--- config.mk ---
export PLATFORM = sky130hd
export DESIGN_NAME = xml_markup_tokenizer_flat
export DESIGN_NICKNAME = d
export VERILOG_FILES = /design/src/rtl/xmt_pkg.sv /design/src/rtl/xmt_stream_if.sv /design/src/rtl/xmt_scan.sv /design/src/rtl/xmt_outq.sv /design/src/rtl/xml_markup_tokenizer.sv /design/src/flat_wrapper.sv
export SDC_FILE = /design/constraint.sdc
export NUM_CORES = 1
export LEC_CHECK = 0
export ABC_AREA = 1
export BUFFER_PORTS_ARGS = -buffer_cell sky130_fd_sc_hd__buf_4
export CAP_MARGIN = 25
export CORE_AREA = 2 2 39 41
export CTS_BUF_LIST = sky130_fd_sc_hd__clkbuf_2 sky130_fd_sc_hd__clkbuf_4 sky130_fd_sc_hd__clkbuf_8
export DETAILED_ROUTE_END_ITERATION = 6
export DIE_AREA = 0 0 41 43
export GPL_TIMING_DRIVEN = 1
export HOLD_SLACK_MARGIN = 0.05
export PLACE_DENSITY = 0.4
export SLEW_MARGIN = 20
export SYNTH_ARGS = -nofsm -noshare
export SYNTH_HDL_FRONTEND = slang
export SYNTH_SLANG_ARGS = --single-unit
--- constraint.sdc ---
create_clock -name clk -period 2.5 [get_ports clk]
set_input_delay 0.375 -clock clk [delete_from_list [all_inputs] [get_ports clk]]
set_output_delay 0.375 -clock clk [all_outputs]
set_load 0.02 [all_outputs]
--- src/rtl/xmt_pkg.sv ---
// Shared types, constants and helpers of the XML markup tokenizer.
package xmt_pkg;

    // Default bound on the number of entity name bytes that are kept
    localparam int ENTITY_NAME_MAX_DEF = 4;

    // Symbol length limit after reset
    localparam logic [7:0] SYM_LIMIT_RESET = 8'd254;

    // Token kinds
    localparam logic [1:0] KIND_SPECIAL = 2'd0;
    localparam logic [1:0] KIND_STRING  = 2'd1;
    localparam logic [1:0] KIND_SYMBOL  = 2'd2;

    // Character codes
    localparam logic [7:0] CH_LF    = 8'h0A;
    localparam logic [7:0] CH_TAB   = 8'h09;
    localparam logic [7:0] CH_CR    = 8'h0D;
    localparam logic [7:0] CH_SPACE = 8'h20;
    localparam logic [7:0] CH_DQUOTE = 8'h22;
    localparam logic [7:0] CH_AMP   = 8'h26;
    localparam logic [7:0] CH_SLASH = 8'h2F;
    localparam logic [7:0] CH_SEMI  = 8'h3B;
    localparam logic [7:0] CH_LT    = 8'h3C;
    localparam logic [7:0] CH_EQ    = 8'h3D;
    localparam logic [7:0] CH_GT    = 8'h3E;
    localparam logic [7:0] CH_QMARK = 8'h3F;
    localparam logic [7:0] CH_BSLASH = 8'h5C;
    localparam logic [7:0] CH_LOW_N = 8'h6E;
    localparam logic [7:0] CH_LOW_R = 8'h72;
    localparam logic [7:0] CH_LOW_T = 8'h74;

    // Named entities: name bytes, name length, decoded byte
    localparam int ENT_COUNT = 5;
    localparam int ENT_NAME_LEN = 4;
    localparam logic [7:0] ENT_NAME [ENT_COUNT][ENT_NAME_LEN] = '{
        '{8'h61, 8'h6D, 8'h70, 8'h00},   // amp
        '{8'h6C, 8'h74, 8'h00, 8'h00},   // lt
        '{8'h67, 8'h74, 8'h00, 8'h00},   // gt
        '{8'h71, 8'h75, 8'h6F, 8'h74},   // quot
        '{8'h6E, 8'h62, 8'h73, 8'h70}    // nbsp
    };
    localparam logic [2:0] ENT_LEN [ENT_COUNT] = '{3'd3, 3'd2, 3'd2, 3'd4, 3'd4};
    localparam logic [7:0] ENT_CHAR [ENT_COUNT] = '{8'h26, 8'h3C, 8'h3E, 8'h22, 8'h20};

    // Depth of the result queue
    localparam int OUTQ_DEPTH = 4;

    // One input item
    typedef struct packed {
        logic [7:0] in_byte;
        logic       end_of_text;
    } in_item_t;

    // One configuration write
    typedef struct packed {
        logic [7:0] max_symbol_length;
    } cfg_item_t;

    // One result item
    typedef struct packed {
        logic [7:0]  out_byte;
        logic        has_byte;
        logic [1:0]  token_kind;
        logic        last_of_token;
        logic [15:0] line_number;
        logic        last_of_run;
    } out_item_t;

    // Results of one scanner step
    typedef struct packed {
        logic [1:0] count;
        out_item_t  res0;
        out_item_t  res1;
    } scan_result_t;

    function automatic out_item_t mk_result(
        input logic [7:0]  b,
        input logic        has,
        input logic [1:0]  kind,
        input logic        last,
        input logic [15:0] line
    );
        out_item_t r;
        r.out_byte      = b;
        r.has_byte      = has;
        r.token_kind    = kind;
        r.last_of_token = last;
        r.line_number   = line;
        r.last_of_run   = 1'b0;
        return r;
    endfunction

endpackage

--- src/rtl/xmt_stream_if.sv ---
// Valid/ready channel carrying one payload item per transfer.
interface xmt_stream_if #(
    parameter type payload_t = logic
);
    logic     valid;
    logic     ready;
    payload_t payload;

    modport source (output valid, output payload, input ready);
    modport sink (input valid, input payload, output ready);
endinterface

--- src/rtl/xmt_scan.sv ---
// Tokenizer scanner: scan state and the decode of one markup byte.
module xmt_scan #(
    parameter int ENTITY_NAME_MAX = xmt_pkg::ENTITY_NAME_MAX_DEF
) (
    input  logic                   clk,
    input  logic                   rst_n,
    input  logic                   step,
    input  xmt_pkg::in_item_t      item,
    input  logic                   cfg_wr,
    input  logic [7:0]             cfg_data,
    output xmt_pkg::scan_result_t  result
);

    localparam int LENW = $clog2(ENTITY_NAME_MAX + 1);
    localparam int IDXW = $clog2(ENTITY_NAME_MAX);

    typedef enum logic [2:0] {
        MODE_IDLE,
        MODE_SYMBOL,
        MODE_STRING,
        MODE_ESCAPE,
        MODE_ENTITY
    } scan_mode_t;

    scan_mode_t       mode_reg, mode_next;
    logic [7:0]       limit_reg;
    logic [7:0]       sym_len_reg, sym_len_next;
    logic [LENW-1:0]  ent_len_reg, ent_len_next;
    logic             ent_long_reg, ent_long_next;
    logic [15:0]      line_reg, line_next;
    logic [7:0]       ent_name_reg [ENTITY_NAME_MAX];
    logic             ent_wr;

    logic [7:0]       c;
    logic             is_ws;
    logic             is_spec;
    logic [7:0]       limit;
    logic [7:0]       sym_len_inc;
    logic             sym_last;
    logic [15:0]      line_inc;
    logic             ent_hit;
    logic [7:0]       ent_char;

    assign c           = item.in_byte;
    assign is_ws       = (c <= xmt_pkg::CH_SPACE);
    assign is_spec     = (c == xmt_pkg::CH_LT) || (c == xmt_pkg::CH_GT) ||
                         (c == xmt_pkg::CH_SLASH) || (c == xmt_pkg::CH_EQ) ||
                         (c == xmt_pkg::CH_QMARK);
    assign limit       = (limit_reg == 8'd0) ? 8'd1 : limit_reg;
    assign sym_len_inc = sym_len_reg + 8'd1;
    assign sym_last    = (sym_len_inc >= limit);
    assign line_inc    = (c == xmt_pkg::CH_LF && line_reg != 16'hFFFF) ?
                         line_reg + 16'd1 : line_reg;

    // Entity lookup, lowest table entry wins
    always_comb
    begin
        logic match;
        ent_hit  = 1'b0;
        ent_char = 8'h00;
        for (int e = xmt_pkg::ENT_COUNT - 1; e >= 0; e--)
        begin
            match = (ent_len_reg == LENW'(xmt_pkg::ENT_LEN[e])) && !ent_long_reg;
            for (int i = 0; i < xmt_pkg::ENT_NAME_LEN; i++)
            begin
                if (i < int'(xmt_pkg::ENT_LEN[e]) &&
                    ent_name_reg[IDXW'(i)] != xmt_pkg::ENT_NAME[e][i])
                begin
                    match = 1'b0;
                end
            end
            if (match)
            begin
                ent_hit  = 1'b1;
                ent_char = xmt_pkg::ENT_CHAR[e];
            end
        end
    end

    // Next state and results of one step
    always_comb
    begin
        xmt_pkg::scan_result_t r;
        r.count        = 2'd0;
        r.res0         = xmt_pkg::mk_result(8'h00, 1'b0, xmt_pkg::KIND_SPECIAL, 1'b0,
                                            line_reg);
        r.res1         = r.res0;
        mode_next      = mode_reg;
        sym_len_next   = sym_len_reg;
        ent_len_next   = ent_len_reg;
        ent_long_next  = ent_long_reg;
        line_next      = line_reg;
        ent_wr         = 1'b0;

        if (item.end_of_text)
        begin
            if (mode_reg == MODE_SYMBOL)
            begin
                r.res0  = xmt_pkg::mk_result(8'h00, 1'b0, xmt_pkg::KIND_SYMBOL, 1'b1,
                                             line_reg);
                r.count = 2'd1;
            end
            else if (mode_reg != MODE_IDLE)
            begin
                r.res0  = xmt_pkg::mk_result(8'h00, 1'b0, xmt_pkg::KIND_STRING, 1'b1,
                                             line_reg);
                r.count = 2'd1;
            end
            mode_next     = MODE_IDLE;
            sym_len_next  = 8'd0;
            ent_len_next  = '0;
            ent_long_next = 1'b0;
        end
        else
        begin
            case (mode_reg)
                MODE_SYMBOL:
                begin
                    if (is_ws)
                    begin
                        r.res0       = xmt_pkg::mk_result(8'h00, 1'b0, xmt_pkg::KIND_SYMBOL,
                                                          1'b1, line_reg);
                        r.count      = 2'd1;
                        mode_next    = MODE_IDLE;
                        sym_len_next = 8'd0;
                        line_next    = line_inc;
                    end
                    else if (is_spec)
                    begin
                        // symbol end marker first, then the special
                        r.res0       = xmt_pkg::mk_result(8'h00, 1'b0, xmt_pkg::KIND_SYMBOL,
                                                          1'b1, line_reg);
                        r.res1       = xmt_pkg::mk_result(c, 1'b1, xmt_pkg::KIND_SPECIAL,
                                                          1'b1, line_reg);
                        r.count      = 2'd2;
                        mode_next    = MODE_IDLE;
                        sym_len_next = 8'd0;
                    end
                    else
                    begin
                        r.res0       = xmt_pkg::mk_result(c, 1'b1, xmt_pkg::KIND_SYMBOL,
                                                          sym_last, line_reg);
                        r.count      = 2'd1;
                        mode_next    = sym_last ? MODE_IDLE : MODE_SYMBOL;
                        sym_len_next = sym_last ? 8'd0 : sym_len_inc;
                    end
                end
                MODE_STRING:
                begin
                    if (c == xmt_pkg::CH_DQUOTE)
                    begin
                        r.res0    = xmt_pkg::mk_result(8'h00, 1'b0, xmt_pkg::KIND_STRING,
                                                       1'b1, line_reg);
                        r.count   = 2'd1;
                        mode_next = MODE_IDLE;
                    end
                    else if (c == xmt_pkg::CH_BSLASH)
                    begin
                        mode_next = MODE_ESCAPE;
                    end
                    else if (c == xmt_pkg::CH_AMP)
                    begin
                        mode_next     = MODE_ENTITY;
                        ent_len_next  = '0;
                        ent_long_next = 1'b0;
                    end
                    else
                    begin
                        r.res0  = xmt_pkg::mk_result(c, 1'b1, xmt_pkg::KIND_STRING, 1'b0,
                                                     line_reg);
                        r.count = 2'd1;
                    end
                end
                MODE_ESCAPE:
                begin
                    // unknown escapes are dropped
                    r.count = 2'd1;
                    if (c == xmt_pkg::CH_LOW_N)
                        r.res0 = xmt_pkg::mk_result(xmt_pkg::CH_LF, 1'b1,
                                                    xmt_pkg::KIND_STRING, 1'b0, line_reg);
                    else if (c == xmt_pkg::CH_LOW_T)
                        r.res0 = xmt_pkg::mk_result(xmt_pkg::CH_TAB, 1'b1,
                                                    xmt_pkg::KIND_STRING, 1'b0, line_reg);
                    else if (c == xmt_pkg::CH_LOW_R)
                        r.res0 = xmt_pkg::mk_result(xmt_pkg::CH_CR, 1'b1,
                                                    xmt_pkg::KIND_STRING, 1'b0, line_reg);
                    else if (c == xmt_pkg::CH_BSLASH)
                        r.res0 = xmt_pkg::mk_result(xmt_pkg::CH_BSLASH, 1'b1,
                                                    xmt_pkg::KIND_STRING, 1'b0, line_reg);
                    else
                        r.count = 2'd0;
                    mode_next = MODE_STRING;
                end
                MODE_ENTITY:
                begin
                    if (c == xmt_pkg::CH_SEMI)
                    begin
                        if (ent_hit)
                        begin
                            r.res0  = xmt_pkg::mk_result(ent_char, 1'b1,
                                                         xmt_pkg::KIND_STRING, 1'b0, line_reg);
                            r.count = 2'd1;
                        end
                        ent_len_next  = '0;
                        ent_long_next = 1'b0;
                        mode_next     = MODE_STRING;
                    end
                    else if (ent_len_reg < LENW'(ENTITY_NAME_MAX))
                    begin
                        ent_wr       = 1'b1;
                        ent_len_next = ent_len_reg + LENW'(1);
                    end
                    else
                    begin
                        ent_long_next = 1'b1;
                    end
                end
                default:
                begin
                    mode_next = MODE_IDLE;
                    if (is_ws)
                    begin
                        line_next = line_inc;
                    end
                    else if (is_spec)
                    begin
                        r.res0  = xmt_pkg::mk_result(c, 1'b1, xmt_pkg::KIND_SPECIAL, 1'b1,
                                                     line_reg);
                        r.count = 2'd1;
                    end
                    else if (c == xmt_pkg::CH_DQUOTE)
                    begin
                        mode_next = MODE_STRING;
                    end
                    else
                    begin
                        // first symbol byte; length is zero while idle
                        r.res0       = xmt_pkg::mk_result(c, 1'b1, xmt_pkg::KIND_SYMBOL,
                                                          sym_last, line_reg);
                        r.count      = 2'd1;
                        mode_next    = sym_last ? MODE_IDLE : MODE_SYMBOL;
                        sym_len_next = sym_last ? 8'd0 : sym_len_inc;
                    end
                end
            endcase
        end

        // flag the last result of this byte
        if (r.count == 2'd1)
            r.res0.last_of_run = 1'b1;
        if (r.count == 2'd2)
            r.res1.last_of_run = 1'b1;
        result = r;
    end

    // Control state
    always_ff @(posedge clk or negedge rst_n)
    begin
        if (!rst_n)
        begin
            mode_reg     <= MODE_IDLE;
            limit_reg    <= xmt_pkg::SYM_LIMIT_RESET;
            sym_len_reg  <= 8'd0;
            ent_len_reg  <= '0;
            ent_long_reg <= 1'b0;
            line_reg     <= 16'd1;
        end
        else
        begin
            if (cfg_wr)
                limit_reg <= cfg_data;
            if (step)
            begin
                mode_reg     <= mode_next;
                sym_len_reg  <= sym_len_next;
                ent_len_reg  <= ent_len_next;
                ent_long_reg <= ent_long_next;
                line_reg     <= line_next;
            end
        end
    end

    // Entity name bytes, read only after being written
    always_ff @(posedge clk)
    begin
        if (step && ent_wr)
            ent_name_reg[ent_len_reg[IDXW-1:0]] <= c;
    end

endmodule

--- src/rtl/xmt_outq.sv ---
// Result queue: takes up to two results per cycle, hands out one per transfer.
module xmt_outq (
    input  logic                   clk,
    input  logic                   rst_n,
    input  logic                   push,
    input  xmt_pkg::scan_result_t  result,
    output logic                   room2,
    output logic                   out_valid,
    input  logic                   out_ready,
    output xmt_pkg::out_item_t     out_item
);

    localparam int PW = $clog2(xmt_pkg::OUTQ_DEPTH);
    localparam int CW = $clog2(xmt_pkg::OUTQ_DEPTH + 1);

    xmt_pkg::out_item_t mem [xmt_pkg::OUTQ_DEPTH];
    logic [PW-1:0]      wr_ptr_reg, wr_ptr_next;
    logic [PW-1:0]      rd_ptr_reg, rd_ptr_next;
    logic [CW-1:0]      count_reg, count_next;
    logic [1:0]         push_cnt;
    logic               pop;

    assign push_cnt  = push ? result.count : 2'd0;
    assign pop       = out_valid && out_ready;
    assign out_valid = (count_reg != '0);
    assign out_item  = mem[rd_ptr_reg];
    assign room2     = (count_reg <= CW'(xmt_pkg::OUTQ_DEPTH - 2));

    // Pointer and fill count update
    always_comb
    begin
        wr_ptr_next = wr_ptr_reg + PW'(push_cnt);
        rd_ptr_next = rd_ptr_reg + PW'(pop);
        count_next  = count_reg + CW'(push_cnt) - CW'(pop);
    end

    always_ff @(posedge clk or negedge rst_n)
    begin
        if (!rst_n)
        begin
            wr_ptr_reg <= '0;
            rd_ptr_reg <= '0;
            count_reg  <= '0;
        end
        else
        begin
            wr_ptr_reg <= wr_ptr_next;
            rd_ptr_reg <= rd_ptr_next;
            count_reg  <= count_next;
        end
    end

    // Entry storage
    always_ff @(posedge clk)
    begin
        if (push_cnt != 2'd0)
            mem[wr_ptr_reg] <= result.res0;
        if (push_cnt == 2'd2)
            mem[wr_ptr_reg + PW'(1)] <= result.res1;
    end

endmodule

--- src/rtl/xml_markup_tokenizer.sv ---
// Top level of the XML markup tokenizer.
//
// Channels (valid/ready, a transfer when both are high at a rising edge):
//   markup : one raw byte per transfer, or an end_of_text mark that closes
//            any open token.
//   tokens : decoded token results; each carries the byte (when has_byte),
//            its kind, end-of-token and end-of-run flags and the line count.
//   cfg    : writes max_symbol_length; always ready. Write only while idle.
// Order: a taken byte is held in the input register, decoded by the scanner
//   when it steps, and its results go into the result queue that feeds tokens.
// Throughput: one byte per cycle while the queue has room for two results.
//   A byte that gives two results (symbol end marker plus a special) occupies
//   the tokens side for two transfers; the four-entry result queue absorbs that.
// Stall: when the queue cannot take two more results the input register
//   holds its byte and markup.ready drops; nothing is lost.
// Reset: scanner idle, line count one, limit 254, queue empty.
module xml_markup_tokenizer #(
    parameter int ENTITY_NAME_MAX = xmt_pkg::ENTITY_NAME_MAX_DEF
) (
    input  logic           clk,
    input  logic           rst_n,
    xmt_stream_if.sink     markup,
    xmt_stream_if.source   tokens,
    xmt_stream_if.sink     cfg
);

    logic                  in_vld_reg, in_vld_next;
    xmt_pkg::in_item_t     in_item_reg;
    logic                  step;
    logic                  room2;
    xmt_pkg::scan_result_t scan_res;
    xmt_pkg::cfg_item_t    cfg_item;

    assign cfg_item     = cfg.payload;
    assign cfg.ready    = 1'b1;
    assign step         = in_vld_reg && room2;
    assign markup.ready = !in_vld_reg || step;
    assign in_vld_next  = markup.ready ? markup.valid : in_vld_reg;

    // Input register
    always_ff @(posedge clk or negedge rst_n)
    begin
        if (!rst_n)
            in_vld_reg <= 1'b0;
        else
            in_vld_reg <= in_vld_next;
    end

    always_ff @(posedge clk)
    begin
        if (markup.valid && markup.ready)
            in_item_reg <= markup.payload;
    end

    xmt_scan #(
        .ENTITY_NAME_MAX (ENTITY_NAME_MAX)
    ) u_scan (
        .clk      (clk),
        .rst_n    (rst_n),
        .step     (step),
        .item     (in_item_reg),
        .cfg_wr   (cfg.valid),
        .cfg_data (cfg_item.max_symbol_length),
        .result   (scan_res)
    );

    xmt_outq u_outq (
        .clk       (clk),
        .rst_n     (rst_n),
        .push      (step),
        .result    (scan_res),
        .room2     (room2),
        .out_valid (tokens.valid),
        .out_ready (tokens.ready),
        .out_item  (tokens.payload)
    );

endmodule

--- src/flat_wrapper.sv ---
// flat-port wrapper written by rule: the top's interface ports become plain ports
module xml_markup_tokenizer_flat 
#(
    parameter int ENTITY_NAME_MAX = xmt_pkg::ENTITY_NAME_MAX_DEF
)
  (clk, rst_n, markup_valid, markup_payload, markup_ready, tokens_valid, tokens_payload, tokens_ready, cfg_valid, cfg_payload, cfg_ready);
  xmt_stream_if markup_i ();
  xmt_stream_if tokens_i ();
  xmt_stream_if cfg_i ();
  input  logic clk;
  input  logic rst_n;
  input wire logic [$bits(markup_i.valid)-1:0] markup_valid;
  input wire logic [$bits(markup_i.payload)-1:0] markup_payload;
  output wire logic [$bits(markup_i.ready)-1:0] markup_ready;
  output wire logic [$bits(tokens_i.valid)-1:0] tokens_valid;
  output wire logic [$bits(tokens_i.payload)-1:0] tokens_payload;
  input wire logic [$bits(tokens_i.ready)-1:0] tokens_ready;
  input wire logic [$bits(cfg_i.valid)-1:0] cfg_valid;
  input wire logic [$bits(cfg_i.payload)-1:0] cfg_payload;
  output wire logic [$bits(cfg_i.ready)-1:0] cfg_ready;
  assign markup_i.valid = markup_valid;
  assign markup_i.payload = markup_payload;
  assign markup_ready = markup_i.ready;
  assign tokens_valid = tokens_i.valid;
  assign tokens_payload = tokens_i.payload;
  assign tokens_i.ready = tokens_ready;
  assign cfg_i.valid = cfg_valid;
  assign cfg_i.payload = cfg_payload;
  assign cfg_ready = cfg_i.ready;
  xml_markup_tokenizer #(.ENTITY_NAME_MAX(ENTITY_NAME_MAX)) u_core (.clk(clk), .rst_n(rst_n), .markup(markup_i), .tokens(tokens_i), .cfg(cfg_i));
endmodule
==> out/qor.yml <==
outcome: "finished, final reports clean"
critPathCaptureType: "primary output"
post_synth_fa_ha_maj_area_fraction: 0.117
drive_above_1_share: 0.323
fillers: 154
report.final.slew_viol_count: 0
cp_data_arrival_time_ps: 990
cts_buffer_depth: 2
synthTopCellsByArea: "dfrtp_1, ha_1, inv_1, buf_4, nand2_2"
worstPathMaxFanout: 3
grt_antenna_before_repair: 0
post_dr_wirelength_cell_um: 8.02
ys_seq_area_frac: 0.468
layout.cells.most_common_list: "inv_1, buf_4, dfrtp_1"
yosysTopAreaCell: "dfrtp_1"
die_width_um: 41
die_y_um: 43
synthesis.area_um2: 214
h-tree-depth: 1
vias_per_cell: 3.21
synth-compound-area-share: 0.0351
detail_route.wirelength_um: 377
dr.first_iter.drc_count: 1
numClockSinks: 4
layout.cells.most_common: "inv_1"
max_cap_viol_count: 0
area.sequential_um2: 100
io_pins: 11
share_of_yosys_cell_area_claimed_by_the_top_area_cell_type: 0.468
synth_cell_types: 10
die-area_mm2: 0.00176
tritoncts.num_buffers: 3
starting_density: 0.155
stdcell_count: 47
largest_register_ffs: 3
finalSetupViolations: 0
synth.avg_cell_area_um2: 8.91
placement.io_buffers: 5
critPathRequiredTime_ps: 2120
post_route_clock_skew_ps: 5.51
clock_latency_on_the_worst_skew_pair_ps: 240
worstSetupPathType: "flip-flop to primary output"
postSynthCellCount: 24
power.density_cell_area_mw_per_mm2: 1210
largest_net_degree_at_the_start_of_global_routing: 5
dp_hpwl_um: 281
root_buffer: "clkbuf_4"
pre_cts_ws_ps: 1240
dr.pass1.iters: 2
floorplan.rows: 14
postSynthNetCount: 33
post-route-worst-setup-slack_ps: 1140
multiInputGateArea_um2: 76.3
gpl.final_weighted_congestion: 0.650
hold_slack_ps: 330
layout.nets: 42
global_route.usage.total: 0.0584
syn_to_layout_area_delta_pct: 35.1
yosys_register_bits: 4
synth_warn: 0
post-route-util: 0.209
xor_xnor_share_of_the_synthesized_area: 0.0409
clkTransAtPathRegs_ps: 40
cts-resized-gates: 0
achievable-frequency_mhz: 733
static_power_due_to_leakage_nw: 0.166
vdd_ir_drop_max_mv: 0.326
num_antenna_cells: 0
hold_path.class: "input pin to flip-flop"
worstSetupStartpointType: "flip-flop"
period_share: 0.546
grt_setup_unrepaired: "false"
grt_pass1_wl_um: 621
setup_tns_ps: 0
overflow: 0
timing.final.hold_violations: 0
core_area_mm2: 0.00138
cts_tree: "yes"
synthMuxAreaShare: 0
area_fraction_in_and_or_nand_and_nor_cells_after_synthesis: 0.129
dp.cells: 43
antenna_left: 0
grt_pass1_vias: 169
detail_route.drc_violations: 0
synth_top_family_by_area: "buffers and inverters"
period_minus_slack_ps: 1360
routed-via-count: 151
worst max-delay path, cell delays in order (launching register included):
cell and delay (ps):
dfrtp_1 400, nor2_1 130, nand2_1 70, buf_4 150
area by class of cell:
type                            instances  area share
Timing Repair Buffer                    6       0.165
Inverter                                6      0.0779
Clock buffer                            3      0.0779
Multi-Input combinational cell         12       0.264
Tap cell                               16      0.0693
Sequential cell                         4       0.346
synth_stat cells:
cell type  number
xor2_1          1
buf_4           2
nor2_1          1
a21boi_1        1
conb_1          2
nand2_1         3
dfrtp_1         4
ha_1            2
inv_1           6
nand2_2         2
layer usage:
layer | GRT usage | wire (um) | up-vias
met4 | 0.0600 | 0 | 0
li1 | - | - | 77
met1 | 0.0649 | 182 | 68
met2 | 0.0719 | 157 | 6
met3 | 0.0314 | 38 | 0
met5 | 0 | 0 | -
report_power, final:
group          total (W)  switching [W]  leakage (nW)  internal [W]
Combinational   0.000146      0.0000845         0.106     0.0000611
Clock          0.0000824      0.0000286        0.0138     0.0000539
Sequential      0.000122      0.0000239        0.0456     0.0000979
Total           0.000350       0.000137         0.166      0.000213
kinds of logic after synthesis:
| family | count (synthesis) |
|---|---|
| AND/OR/NAND/NOR | 6 |
| adder cells (fa/ha/maj) | 2 |
| AO/OA/AOI/OAI | 1 |
| XOR/XNOR | 1 |
| buffers and inverters | 8 |
| flip-flops | 4 |
| other | 2 |
what timing repair did:
| action | 4_1_cts | 5_1_grt |
|---|---|---|
| setup buffers | 0 | 0 |
| hold endpoints to repair | 4 | 0 |
| hold buffers | 1 | 0 |
metrics by stage:
| step | cell area, um^2 | power (W) |
|---|---|---|
| final | 289 | 0.000350 |
| after global routing | 289 | 0.000384 |
| after CTS | 289 | 0.000355 |
| after detailed placement | 256 | 0.000268 |
| after global placement | 256 | 0.000255 |
| after floorplan | 214 | 0.000218 |
path summary, 6_finish.rpt:
path / startpoint / end / slack [ps] / cells past startpoint
hold / removal: markup_valid / u_core.in_vld_reg / 330 / 3
setup reg to reg: u_core.u_outq.count_reg[2] / u_core.u_outq.count_reg[2] / 1240 / 5
hold reg to reg: u_core.in_vld_reg / u_core.in_vld_reg / 470 / 2
min in group asynchronous: rst_n / u_core.in_vld_reg / 480 / 2
setup / recovery: u_core.u_outq.count_reg[2] / tokens_valid / 1140 / 3
max in group asynchronous: rst_n / u_core.u_outq.count_reg[2] / 1910 / 2
No activity file was read; power rests on OpenSTA's default activity.
